### src/rtl/core/assert_macros.svh
// ---------------------------------------------------------------------------
// Assertion macros
// Shared concurrent assertion forms, clocked on a rising edge and held off
// while the active-low reset is asserted.
// ---------------------------------------------------------------------------
`ifndef ASSERT_MACROS_SVH
`define ASSERT_MACROS_SVH

// Implication checked in the next cycle: cond |=> prop.
`define ASSERT_NEXT(lbl, clk, rst_n, cond, prop, msg) \
    lbl: assert property (@(posedge clk) disable iff (!rst_n) (cond) |=> (prop)) \
        else $error(msg);

// Implication checked in the same cycle: cond |-> prop.
`define ASSERT_SAME(lbl, clk, rst_n, cond, prop, msg) \
    lbl: assert property (@(posedge clk) disable iff (!rst_n) (cond) |-> (prop)) \
        else $error(msg);

`endif

### src/rtl/core/rme_pkg.sv
// ---------------------------------------------------------------------------
// rme_pkg
// Widths and register codes of the modular exponentiation unit.
// ---------------------------------------------------------------------------
package rme_pkg;

    // Width of the modulus, the exponents and every operand.
    localparam int MOD_W = 40;

    // Bit counter of the shift-add-reduce multiplier.
    localparam int CNT_W = $clog2(MOD_W);

    // Configuration register index width and codes.
    localparam int CFG_IDX_W = 2;
    localparam logic [CFG_IDX_W-1:0] CFG_PUB_EXP  = 2'd0;
    localparam logic [CFG_IDX_W-1:0] CFG_PRIV_EXP = 2'd1;
    localparam logic [CFG_IDX_W-1:0] CFG_MODULUS  = 2'd2;

    typedef logic [MOD_W-1:0] t_word;

endpackage

### src/rtl/core/rsa_modular_exponentiation_unit.sv
// ---------------------------------------------------------------------------
// rsa_modular_exponentiation_unit
// Raises each input value to the public or private exponent modulo the
// modulus by right-to-left square-and-multiply on one shared
// shift-add-reduce multiplier.
// ---------------------------------------------------------------------------
//  Channel   | Direction | Content
//  ----------+-----------+-----------------------------------------------
//  s_axis    | in        | tdata: base_value; tuser: mode; tlast: end flag
//  m_axis    | out       | tdata: power_result; tlast: end flag
//  cfg       | in        | index 0 public, 1 private exponent, 2 modulus
//
//  Each modular product doubles the accumulator once per bit of its second
//  operand, adding the first after the doubling for each set bit; one
//  modular add per cycle in the shared multiplier. An item runs a base
//  reduction, then per exponent bit a check, for a set bit a multiply,
//  and a square; the square after the top set bit is skipped. A zero
//  exponent goes from the base reduction through one check to done.
//  The input is ready only while the sequencer is idle; a finished result
//  waits in the output register, so a new item can enter meanwhile.
//  Reset is synchronous, active low, and sets the exponents to 0 and the
//  modulus to 1. The configuration port is always ready.
// ---------------------------------------------------------------------------
`include "assert_macros.svh"

module rsa_modular_exponentiation_unit (
    input  logic                           i_clk,
    input  logic                           i_rst_n,
    // Input item stream
    input  logic                           i_s_axis_tvalid,
    output logic                           o_s_axis_tready,
    input  logic [rme_pkg::MOD_W-1:0]      i_s_axis_tdata,   // [39:0] base_value
    input  logic                           i_s_axis_tuser,   // [0] mode
    input  logic                           i_s_axis_tlast,
    // Result item stream
    output logic                           o_m_axis_tvalid,
    input  logic                           i_m_axis_tready,
    output logic [rme_pkg::MOD_W-1:0]      o_m_axis_tdata,   // [39:0] power_result
    output logic                           o_m_axis_tlast,
    // Configuration writes
    input  logic                           i_cfg_valid,
    output logic                           o_cfg_ready,
    input  logic [rme_pkg::CFG_IDX_W-1:0]  i_cfg_index,
    input  logic [rme_pkg::MOD_W-1:0]      i_cfg_data
);

    localparam int MW = rme_pkg::MOD_W;
    localparam int CW = rme_pkg::CNT_W;

    // Sequencer states.
    localparam logic [1:0] ST_IDLE  = 2'd0;
    localparam logic [1:0] ST_MULT  = 2'd1;
    localparam logic [1:0] ST_CHECK = 2'd2;
    localparam logic [1:0] ST_DONE  = 2'd3;

    // Where a finished product goes.
    localparam logic [1:0] DST_POWER  = 2'd0;
    localparam logic [1:0] DST_RESULT = 2'd1;
    localparam logic [1:0] DST_SQUARE = 2'd2;

    logic [1:0]          r_state, n_state;
    rme_pkg::t_word      r_pub, n_pub;
    rme_pkg::t_word      r_priv, n_priv;
    rme_pkg::t_word      r_mod, n_mod;
    rme_pkg::t_word      r_expo, n_expo;
    rme_pkg::t_word      r_power, n_power;
    rme_pkg::t_word      r_result, n_result;
    rme_pkg::t_word      r_a, n_a;
    rme_pkg::t_word      r_b, n_b;
    rme_pkg::t_word      r_acc, n_acc;
    logic [CW-1:0]       r_cnt, n_cnt;
    logic                r_phase, n_phase;
    logic [1:0]          r_dst, n_dst;
    logic                r_last, n_last;
    logic                r_out_valid, n_out_valid;
    rme_pkg::t_word      r_out_data, n_out_data;
    logic                r_out_last, n_out_last;

    logic                s_accept;
    logic                cfg_write;
    logic                out_free;
    rme_pkg::t_word      add_y;
    logic [MW:0]         add_sum;
    logic [MW+1:0]       add_diff;
    rme_pkg::t_word      add_red;

    assign s_accept        = i_s_axis_tvalid && o_s_axis_tready;
    assign cfg_write       = i_cfg_valid && o_cfg_ready;
    assign out_free        = !r_out_valid || i_m_axis_tready;
    assign o_s_axis_tready = (r_state == ST_IDLE);
    assign o_cfg_ready     = 1'b1;
    assign o_m_axis_tvalid = r_out_valid;
    assign o_m_axis_tdata  = r_out_data;
    assign o_m_axis_tlast  = r_out_last;

    // Shared modular adder: doubles the accumulator or adds the multiplicand,
    // then subtracts the modulus once if the sum reached it. A zero modulus
    // stands for 2^MOD_W, so the sum simply wraps.
    always_comb begin
        add_y    = r_phase ? r_a : r_acc;
        add_sum  = {1'b0, r_acc} + {1'b0, add_y};
        add_diff = {1'b0, add_sum} - {2'b00, r_mod};
        if ((r_mod != '0) && !add_diff[MW+1]) begin
            add_red = add_diff[MW-1:0];
        end else begin
            add_red = add_sum[MW-1:0];
        end
    end

    // Sequencer and next-state logic.
    always_comb begin
        n_state     = r_state;
        n_pub       = r_pub;
        n_priv      = r_priv;
        n_mod       = r_mod;
        n_expo      = r_expo;
        n_power     = r_power;
        n_result    = r_result;
        n_a         = r_a;
        n_b         = r_b;
        n_acc       = r_acc;
        n_cnt       = r_cnt;
        n_phase     = r_phase;
        n_dst       = r_dst;
        n_last      = r_last;
        n_out_valid = r_out_valid;
        n_out_data  = r_out_data;
        n_out_last  = r_out_last;

        // Configuration writes; an unknown index is ignored.
        if (cfg_write) begin
            unique case (i_cfg_index)
                rme_pkg::CFG_PUB_EXP:  n_pub  = i_cfg_data;
                rme_pkg::CFG_PRIV_EXP: n_priv = i_cfg_data;
                rme_pkg::CFG_MODULUS:  n_mod  = i_cfg_data;
                default: ;
            endcase
        end

        // The output register empties when the result item is taken.
        if (r_out_valid && i_m_axis_tready) begin
            n_out_valid = 1'b0;
        end

        unique case (r_state)
            ST_IDLE: begin
                // Reduce the base first: 1 * base through the multiplier.
                if (s_accept) begin
                    n_expo   = i_s_axis_tuser ? r_priv : r_pub;
                    n_last   = i_s_axis_tlast;
                    n_result = MW'(1);
                    n_a      = MW'(1);
                    n_b      = i_s_axis_tdata;
                    n_acc    = '0;
                    n_cnt    = CW'(MW - 1);
                    n_phase  = 1'b0;
                    n_dst    = DST_POWER;
                    n_state  = ST_MULT;
                end
            end
            ST_MULT: begin
                n_acc = add_red;
                if (!r_phase && r_b[MW-1]) begin
                    // Bit set: the add step follows the doubling.
                    n_phase = 1'b1;
                end else begin
                    n_phase = 1'b0;
                    n_b     = r_b << 1;
                    n_cnt   = r_cnt - CW'(1);
                    if (r_cnt == '0) begin
                        case (r_dst)
                            DST_POWER: begin
                                n_power = add_red;
                                n_state = ST_CHECK;
                            end
                            DST_RESULT: begin
                                n_result = add_red;
                                if (r_expo[MW-1:1] == '0) begin
                                    // No exponent bits left: skip the square.
                                    n_expo  = '0;
                                    n_state = ST_CHECK;
                                end else begin
                                    n_a     = r_power;
                                    n_b     = r_power;
                                    n_acc   = '0;
                                    n_cnt   = CW'(MW - 1);
                                    n_dst   = DST_SQUARE;
                                end
                            end
                            default: begin
                                n_power = add_red;
                                n_expo  = r_expo >> 1;
                                n_state = ST_CHECK;
                            end
                        endcase
                    end
                end
            end
            ST_CHECK: begin
                // Next exponent bit: multiply when set, else square only.
                n_acc   = '0;
                n_cnt   = CW'(MW - 1);
                n_phase = 1'b0;
                if (r_expo == '0) begin
                    n_state = ST_DONE;
                end else if (r_expo[0]) begin
                    n_a     = r_result;
                    n_b     = r_power;
                    n_dst   = DST_RESULT;
                    n_state = ST_MULT;
                end else begin
                    n_a     = r_power;
                    n_b     = r_power;
                    n_dst   = DST_SQUARE;
                    n_state = ST_MULT;
                end
            end
            ST_DONE: begin
                if (out_free) begin
                    n_out_valid = 1'b1;
                    n_out_data  = r_result;
                    n_out_last  = r_last;
                    n_state     = ST_IDLE;
                end
            end
            default: n_state = ST_IDLE;
        endcase
    end

    // Control registers with reset.
    always_ff @(posedge i_clk) begin
        if (!i_rst_n) begin
            r_state     <= ST_IDLE;
            r_out_valid <= 1'b0;
            r_pub       <= '0;
            r_priv      <= '0;
            r_mod       <= MW'(1);
        end else begin
            r_state     <= n_state;
            r_out_valid <= n_out_valid;
            r_pub       <= n_pub;
            r_priv      <= n_priv;
            r_mod       <= n_mod;
        end
    end

    // Datapath registers.
    always_ff @(posedge i_clk) begin
        r_expo     <= n_expo;
        r_power    <= n_power;
        r_result   <= n_result;
        r_a        <= n_a;
        r_b        <= n_b;
        r_acc      <= n_acc;
        r_cnt      <= n_cnt;
        r_phase    <= n_phase;
        r_dst      <= n_dst;
        r_last     <= n_last;
        r_out_data <= n_out_data;
        r_out_last <= n_out_last;
    end

    // An accepted item always starts the base reduction.
    `ASSERT_NEXT(a_accept_starts, i_clk, i_rst_n, s_accept, (r_state == ST_MULT) && (r_dst == DST_POWER), "accepted item did not start the multiplier")

    // A finished result waits while the output register is still full.
    `ASSERT_NEXT(a_done_holds, i_clk, i_rst_n, (r_state == ST_DONE) && !out_free, r_state == ST_DONE, "sequencer left the done state with a full output register")

    // A finished result is loaded and the sequencer returns to idle.
    `ASSERT_NEXT(a_done_loads, i_clk, i_rst_n, (r_state == ST_DONE) && out_free, r_out_valid && (r_state == ST_IDLE), "finished result was not loaded into the output register")

endmodule
### config.mk
export PLATFORM = sky130hd
export DESIGN_NAME = rsa_modular_exponentiation_unit
export DESIGN_NICKNAME = d
export VERILOG_FILES = /design/src/rtl/core/rme_pkg.sv /design/src/rtl/core/rsa_modular_exponentiation_unit.sv
export VERILOG_INCLUDE_DIRS = /design/src /design/src/rtl/core
export SDC_FILE = /design/constraint.sdc
export NUM_CORES = 1
export LEC_CHECK = 0
export ABC_AREA = 1
export BUFFER_PORTS_ARGS = -buffer_cell sky130_fd_sc_hd__buf_4
export CORE_ASPECT_RATIO = 2
export CORE_MARGIN = 2
export CORE_UTILIZATION = 25
export DETAILED_ROUTE_END_ITERATION = 8
export GPL_TIMING_DRIVEN = 1
export MAX_ROUTING_LAYER = met4
export PLACE_DENSITY = 0.48
export SLEW_MARGIN = 10
export SYNTH_ARGS = -nofsm -noshare
export SYNTH_HDL_FRONTEND = slang
export SYNTH_SLANG_ARGS = --single-unit
### constraint.sdc
create_clock -name i_clk -period 9.9 [get_ports i_clk]
set_clock_uncertainty 0.05 [all_clocks]
set_input_delay 1.98 -clock i_clk [delete_from_list [all_inputs] [get_ports i_clk]]
set_output_delay 1.98 -clock i_clk [all_outputs]
set_load 0.03 [all_outputs]
==> reports/qor.yml, run 1 <==
yosys.area.top_type: "edfxtp_1"
grt_pass1_wl_mm: 143
via_count: 22100
dr.pass1.iters: 7
netlist_area_um2: 25500
synthArstFlopShare: 0
synth_nets: 3429
dieWidth_um: 230
grt_max_degree: 91
wl_per_cell_um: 20.6
gp_congestion: 1.02
nFillCells: 11100
synth-warning-count: 0
ant_nets: 0
cp-end-kind: "register"
crit_path_top_delay_cell: "buf_4"
ys_seq_elements: 414
numCtsBuffers: 39
seq_area_frac_synth: 0.438
regArea_um2: 11200
yosysMostFrequentCell: "nand2_1"
cts_tree: "built"
finalSetupTns_ns: 0
drc: 0
synth_top_area_share: 0.342
critPathKind: "register to register"
core_um2: 101000
clockRootBuffer: "clkbuf_16"
finalNetCount: 3498
fp-row-count: 165
avgViaCountPerCell: 4.71
clock_path_buffers: 3
clkSinkCount: 414
synthTopCellsByArea: "edfxtp_1 34%, dfxtp_1 9.6%, nand2_1 9.3%"
multi_input_area_um2: 11900
insertion_delay_ns: 0.61
ff2ff_setup_slack_ns: 2.38
period_needed_ns: 7.52
critPathRequiredTime_ns: 10.19
synthTopCellsByCount: "634 x nand2_1, 466 x inv_1, 404 x nor2_1"
antenna_found_initial: 1
ctsHoldBuffers: 0
cap_violations: 0
layout-drive-gt1-share: 0.159
die_y_um: 456
synth_cell_types: 52
worst_slew_pin_slew_ns: 1.02
path_common_cell: "nand2_1"
synthFlopType: "edfxtp_1"
start_util: 0.253
track_usage: 0.186
drt-total-wl_mm: 96.7
path_max_fanout: 40
port_buffers: 131
grt_setup_unrepaired: "false"
post_cts_buffers: 0
crit_arrival_ns: 7.82
clk_pin_slew_worst_paths_ns: 0.07
finalHoldViolCount: 0
ctsResizeCount: 0
io-pin-count: 133
synth_cells: 3253
cp_top_family: "simple AND/OR/NAND/NOR gates"
hp-class: "register to register"
status: "complete, no violations"
path_buf_inv: 6
area_growth_pct: 14.2
finalSetupViolations: 0
synth.avg_cell_area_um2: 7.85
start_kind: "register"
die-area_um2: 105000
fmax_ghz: 0.133
synth_edf_count: 291
drt_iter0_markers: 1365
max_stage_delay_ns: 0.57
grt_pass1_vias: 22400
h-tree-depth: 2
fin_crit_sh: 0.760
slew_violations: 0
dp_hpwl_mm: 74.9
relSlewSlack: 0.319
grt_overflow: 0
==> state kept, by name, indices dropped and copies added (netlist names) <==
name             flops
o_m_axis_tvalid      1
r_priv              40
r_last               1
r_cnt                6
r_mod               40
r_power             40
r_result            40
r_expo              40
r_phase              1
o_m_axis_tlast       1
r_state              2
r_b                 40
r_acc               40
o_m_axis_tdata      40
r_pub               40
r_a                 40
r_dst                2
==> through the flow <==
stage               hold slack (ns)  setup WS (ns)  utilization  area (µm²)  cells
finish                        0.372           2.38        0.288       29200   4690
global route                  0.397           2.15        0.288       29200   4690
CTS                           0.374           2.54        0.288       29200   4689
detailed placement            0.356           2.56        0.276       27900   4617
global placement              0.350           2.57        0.276       27900   4617
floorplan                     0.350           4.08            -       25500   3253
==> worst paths after layout <==
kind | startpoint | endpoint | depth (start not counted)
setup / recovery | r_phase | r_acc[10] | 32
hold reg to reg | r_last | o_m_axis_tlast | 0
setup reg to reg | r_phase | r_acc[10] | 32
hold / removal | r_last | o_m_axis_tlast | 0
==> metal layers <==
metal	track usage	wire length (µm)
met5	-	0
met4	0.119	7030
met1	0.184	35000
met2	0.344	51500
met3	0.0194	3070
==> cells by family after synthesis <==
family | after synthesis | synth area share
AO/OA/AOI/OAI | 505 | 0.105
XOR/XNOR | 51 | 0.0175
adder cells (fa/ha/maj) | 87 | 0.0432
buffers and inverters | 647 | 0.0994
flip-flops | 414 | 0.438
other | 1 | 0.000147
AND/OR/NAND/NOR | 1548 | 0.296
==> final cells by class <==
class / count / area share
repair buffers: 159 / 0.0409
clock buffers: 43 / 0.0343
flip-flops and latches: 414 / 0.384
multi-input cells: 2192 / 0.408
inverters: 516 / 0.0666
diodes: 1 / 0.0000858
well taps: 1336 / 0.0573
clock inverters: 29 / 0.00905
==> layout by cell type (no fill, tap or decap), types with 8 or more instances in the layout <==
| cell | synthesis | final |
|---|---|---|
| a21oi_1 | 195 | 194 |
| a21oi_2 | 8 | 8 |
| buf_4 | 9 | 159 |
| clkbuf_16 | 0 | 39 |
| clkinv_2 | 0 | 9 |
| dfxtp_1 | 123 | 123 |
| edfxtp_1 | 291 | 291 |
| ha_1 | 85 | 82 |
| inv_1 | 466 | 462 |
| inv_2 | 49 | 51 |
| nand2_1 | 634 | 634 |
| nand2_2 | 14 | 14 |
| nand2_4 | 83 | 83 |
| nand3_1 | 140 | 139 |
| nand3_2 | 41 | 42 |
| nand3b_1 | 10 | 10 |
| nand4_1 | 83 | 83 |
| nor2_1 | 404 | 400 |
| nor2_2 | 83 | 84 |
| nor3_1 | 18 | 15 |
| nor4_1 | 20 | 20 |
| o21ai_0 | 226 | 226 |
| o21bai_1 | 14 | 14 |
| o22ai_1 | 39 | 39 |
| xnor2_1 | 26 | 26 |
| xor2_1 | 25 | 25 |
Power of run 1 is not shown: default switching activity piles up to over one toggle a cycle in this logic, so the estimate is an artifact.
==> run 2, diff against run 1 <==
- clock period: 9.9 -> 7.52 ns (I/O delays scaled with it)
==> run 2 against run 1 <==
Compared with the run above: flip-flop and latch count unchanged; highest routed layer unchanged; worst hold slack better by 0.029 ns; fmax up 22%; routed wire length is 0.52% lower; non-clock buffer count is 9 higher; worst setup slack worse by 1.0 ns.
==> reports/qor.yml, run 2 (synthesis gave the netlist of run 1 again) <==
wl_per_cell_um: 20.5  # was 20.6 µm
layout-drive-gt1-share: 0.160  # was 0.159
crit_arrival_ns: 6.46  # was 7.82 ns
relSlewSlack: 0.353  # was 0.319
track_usage: 0.186  # about the same
holdPathStages: 0  # unchanged
dieWidth_um: 230  # unchanged
multi_input_area_um2: 11900  # unchanged
area_growth_pct: 15.1  # was 14.2%
path_max_fanout: 41  # was 40
nFillCells: 11200  # was 11100
startpoint: "r_phase"  # unchanged
worst_slew_pin_slew_ns: 0.961  # was 1.02 ns
cp-end-kind: "register"  # unchanged
die-area_um2: 105000  # unchanged
dp_hpwl_mm: 75.1  # was 74.9 mm
mostFrequentLayoutCell: "nand2_1"  # unchanged
hp-start: "r_last"  # unchanged
holdPathEnd: "o_m_axis_tlast"  # unchanged
finalSetupTns_ns: 0  # unchanged
gp_congestion: 1.03  # was 1.02
start_util: 0.253  # unchanged
path_buf_inv: 7  # was 6
insertion_delay_ns: 0.63  # was 0.61 ns
reg2reg_depth: 28  # was 32
crit_path_top_delay_cell: "xor2_1"  # was buf_4
avgViaCountPerCell: 4.64  # was 4.71
status: "complete, no violations"  # unchanged
finalNetCount: 3509  # was 3498
period_needed_ns: 6.17  # was 7.52 ns
grt_pass1_vias: 22400  # about the same
fp-row-count: 165  # unchanged
grt_pass1_wl_mm: 142  # was 143 mm
post_cts_buffers: 0  # unchanged
critPathKind: "register to register"  # unchanged
numCtsBuffers: 41  # was 39
path_common_cell: "nand2_1"  # unchanged
ff2ff_setup_slack_ns: 1.35  # was 2.38 ns
finalSetupViolations: 0  # unchanged
r2r-start: "r_phase"  # unchanged
grt_setup_unrepaired: "false"  # unchanged
critPathRequiredTime_ns: 7.81  # was 10.19 ns
port_buffers: 131  # unchanged
drt-met1-wl_mm: 35.1  # was 35.0 mm
fin_crit_sh: 0.821  # was 0.760
dr.pass1.iters: 7  # unchanged
slew_violations: 0  # unchanged
finalHoldViolCount: 0  # unchanged
ctsResizeCount: 0  # unchanged
h-tree-depth: 2  # unchanged
start_kind: "register"  # unchanged
cts_tree: "built"  # unchanged
cp_top_family: "simple AND/OR/NAND/NOR gates"  # unchanged
hp-class: "register to register"  # unchanged
clk_pin_slew_worst_paths_ns: 0.07  # about the same
top_layer_used: "met4"  # unchanged
fmax_ghz: 0.162  # was 0.133 GHz
max_stage_delay_ns: 0.49  # was 0.57 ns
regArea_um2: 11200  # unchanged
final_cell_mix: "634 x nand2_1, 462 x inv_1, 400 x nor2_1, 291 x edfxtp_1, 226 x o21ai_0"  # unchanged
antenna_found_initial: 2  # was 1
dr_wl_met3_mm: 2.81  # was 3.07 mm
ctsHoldBuffers: 0  # unchanged
io-pin-count: 133  # unchanged
r2r-end: "r_acc[19]"  # was r_acc[10]
core_um2: 101000  # unchanged
cap_violations: 0  # unchanged
grt_overflow: 0  # unchanged
drc: 0  # unchanged
via_count: 21800  # was 22100
drt_iter0_markers: 1263  # was 1365
clkSinkCount: 414  # unchanged
clock_path_buffers: 3  # unchanged
die_y_um: 456  # unchanged
routed-wl-met2_mm: 51.6  # was 51.5 mm
ant_nets: 0  # unchanged
clockRootBuffer: "clkbuf_16"  # unchanged
drt-total-wl_mm: 96.2  # was 96.7 mm
grt_max_degree: 86  # was 91
[run 2: worst max-delay path by stage]
stage	end	slack, ns	cells past startpoint
3_5_place_dp	r_acc[16]	1.48	28
6_report	r_acc[19]	1.35	28
2_1_floorplan	r_b[0]	2.18	4
3_3_place_gp	r_acc[19]	1.47	28
4_1_cts	r_acc[19]	1.44	28
5_1_grt	r_acc[19]	1.05	28
[run 2: cell type report]
cell class                      instances  area share
Multi-Input combinational cell       2192       0.405
Sequential cell                       414       0.381
Inverter                              516      0.0661
Tap cell                             1336      0.0569
Timing Repair Buffer                  168      0.0442
Clock buffer                           56      0.0386
Clock inverter                         19     0.00809
Antenna cell                            1   0.0000851
[run 2: layer usage]
layer / up-vias / track usage
met1: 10300 / 0.186
met5: - / -
met4: 0 / 0.114
met3: 236 / 0.0166
li1: 10700 / -
met2: 592 / 0.345
[run 2: per-stage QoR]
stage | util | hold slack [ns] | setup slack [ns] | instance area, µm² | std cells
floorplan | - | 0.350 | 2.18 | 25500 | 3253
global placement | 0.277 | 0.354 | 1.47 | 28000 | 4626
detailed placement | 0.277 | 0.381 | 1.48 | 28000 | 4626
CTS | 0.291 | 0.405 | 1.44 | 29400 | 4701
global route | 0.291 | 0.425 | 1.05 | 29400 | 4702
finish | 0.291 | 0.401 | 1.35 | 29400 | 4702
Power of run 2 is left out for the same reason.
==> run 3, diff against run 2 <==
- clock period: 7.52 -> 5.8 ns (I/O delays scaled with it)
==> run 3 against run 2 <==
Compared with the run above: via count grew 1.0%; global-route usage shrank 0.42 points; fmax grew 13%; utilization grew 0.38 points.
==> reports/qor.yml, run 3 (synthesis gave the netlist of run 1 again) <==
grt_max_degree: 80  # was 86
cts_tree: "built"  # unchanged
insertion_delay_ns: 0.61  # was 0.63 ns
gp_congestion: 1.01  # was 1.03
clock_path_buffers: 3  # unchanged
track_usage: 0.182  # was 0.186
ff2ff_setup_slack_ns: 0.36  # was 1.35 ns
final.setup.worst_slack_ns: 0.359  # was 1.35 ns
final_util: 0.294  # was 0.291
die_y_um: 456  # unchanged
reg2reg_depth: 25  # was 28
cap_violations: 0  # unchanged
ant_nets: 0  # unchanged
startpoint: "r_phase"  # unchanged
layout-drive-gt1-share: 0.172  # was 0.160
relSlewSlack: 0.389  # was 0.353
grt_pass1_wl_mm: 140  # was 142 mm
setup.worst_path.end: "r_result[21]"  # was r_acc[19]
io-pin-count: 133  # unchanged
wl_per_cell_um: 19.8  # was 20.5 µm
antenna_found_initial: 1  # was 2
dieWidth_um: 230  # unchanged
place_ws_ns: -0.0634  # was 1.48 ns
grt_overflow: 0  # unchanged
critPathKind: "register to register"  # unchanged
fmax_ghz: 0.184  # was 0.162 GHz
multi_input_area_um2: 11900  # about the same
core_um2: 101000  # unchanged
dr.pass1.iters: 5  # was 7
drt_iter0_markers: 1386  # was 1263
nFillCells: 11100  # was 11200
h-tree-depth: 2  # unchanged
numCtsBuffers: 40  # was 41
path_max_fanout: 28  # was 41
clkSinkCount: 414  # unchanged
mostFrequentLayoutCell: "nand2_1"  # unchanged
area_growth_pct: 16.6  # was 15.1%
hp-class: "register to register"  # unchanged
drc: 0  # unchanged
clk_pin_slew_worst_paths_ns: 0.07  # about the same
critPathRequiredTime_ns: 6.06  # was 7.81 ns
grt_setup_unrepaired: "false"  # unchanged
finalNetCount: 3549  # was 3509
fp-row-count: 165  # unchanged
final_cell_mix: "634 x nand2_1, 462 x inv_1, 400 x nor2_1, 291 x edfxtp_1, 226 x o21ai_0"  # unchanged
avgViaCountPerCell: 4.65  # was 4.64
die-area_um2: 105000  # unchanged
slew_violations: 0  # unchanged
status: "complete, no violations"  # unchanged
grt_pass1_vias: 22600  # was 22400
r2r-end: "r_result[21]"  # was r_acc[19]
regArea_um2: 11200  # unchanged
worst_slew_pin_slew_ns: 0.915  # was 0.961 ns
start_util: 0.253  # unchanged
r2r-start: "r_phase"  # unchanged
port_buffers: 131  # unchanged
start_kind: "register"  # unchanged
period_needed_ns: 5.44  # was 6.17 ns
drt-total-wl_mm: 93.9  # was 96.2 mm
finalSetupViolations: 0  # unchanged
dp_hpwl_mm: 74.5  # was 75.1 mm
cp-end-kind: "register"  # unchanged
clockRootBuffer: "clkbuf_16"  # unchanged
via_count: 22000  # was 21800
hp-start: "r_last"  # unchanged
crit_arrival_ns: 5.70  # was 6.46 ns
fin_crit_sh: 0.938  # was 0.821
finalHoldViolCount: 0  # unchanged
## run 3: cell count changes in the layout (fill, tap and decap cells not counted), sizes merged
cell and change:
buf +41, clkbuf -9, clkinv +6, bufinv +1
## run 3: critical path, stage by stage (launching register included)
cell and delay [ns]:
edfxtp_1 0.44, inv_1 0.15, buf_12 0.19, nand2_1 0.07, nand2_1 0.07, ha_1 0.30, a21oi_1 0.29, nor2_1 0.07
nor2_1 0.43, o21ai_0 0.19, a21oi_1 0.28, nand4_1 0.12, nand2_1 0.19, inv_1 0.10, ha_1 0.35, a21o_1 0.27
a21oi_1 0.33, o21a_1 0.31, nand4_2 0.14, nand2_2 0.10, clkinv_4 0.14, nand2_8 0.13, buf_12 0.18, nand2_4 0.08
nand2_4 0.11, nor2_2 0.04
## run 3: metrics by stage
stage / setup TNS (ns) / std cells / instance area [µm²] / hold WS (ns)
2_1_floorplan: 0 / 3253 / 25500 / 0.350
3_3_place_gp: -0.298 / 4666 / 28400 / 0.357
3_5_place_dp: -0.144 / 4666 / 28400 / 0.359
4_1_cts: 0 / 4739 / 29800 / 0.377
5_1_grt: 0 / 4741 / 29800 / 0.394
6_report: 0 / 4741 / 29800 / 0.374
## run 3: worst min path at each step
stage                     end  slack [ns]  depth (start not counted)
2_1_floorplan  o_m_axis_tlast        0.35                          0
3_3_place_gp   o_m_axis_tlast        0.36                          0
3_5_place_dp   o_m_axis_tlast        0.36                          0
4_1_cts        o_m_axis_tlast        0.38                          0
5_1_grt        o_m_axis_tlast        0.39                          0
6_report       o_m_axis_tlast        0.37                          0
## run 3: routing by layer
layer  GRT usage  vias to the layer above  share of wire
met5           -                        -              0
met2       0.341                      564           0.54
met1       0.178                    10400           0.36
met3      0.0191                      248          0.031
li1            -                    10800              -
met4       0.107                        0          0.065
## run 3: cell type report
class	instances	share of cell area
Multi-Input combinational cell	2192	0.400
Sequential cell	414	0.376
Inverter	516	0.0652
Timing Repair Buffer	209	0.0581
Tap cell	1336	0.0561
Clock buffer	47	0.0345
Clock inverter	26	0.00937
Antenna cell	1	0.0000840
## run 3: what timing repair did
action | 4_1_cts | 5_1_grt
setup endpoints to repair | 9 | 120
setup buffers | 0 | 1
cloned | 0 | 0
hold buffers | 0 | 0
resized for setup | 2 | 2
pin swaps | 0 | 2
Power of run 3 is left out for the same reason.
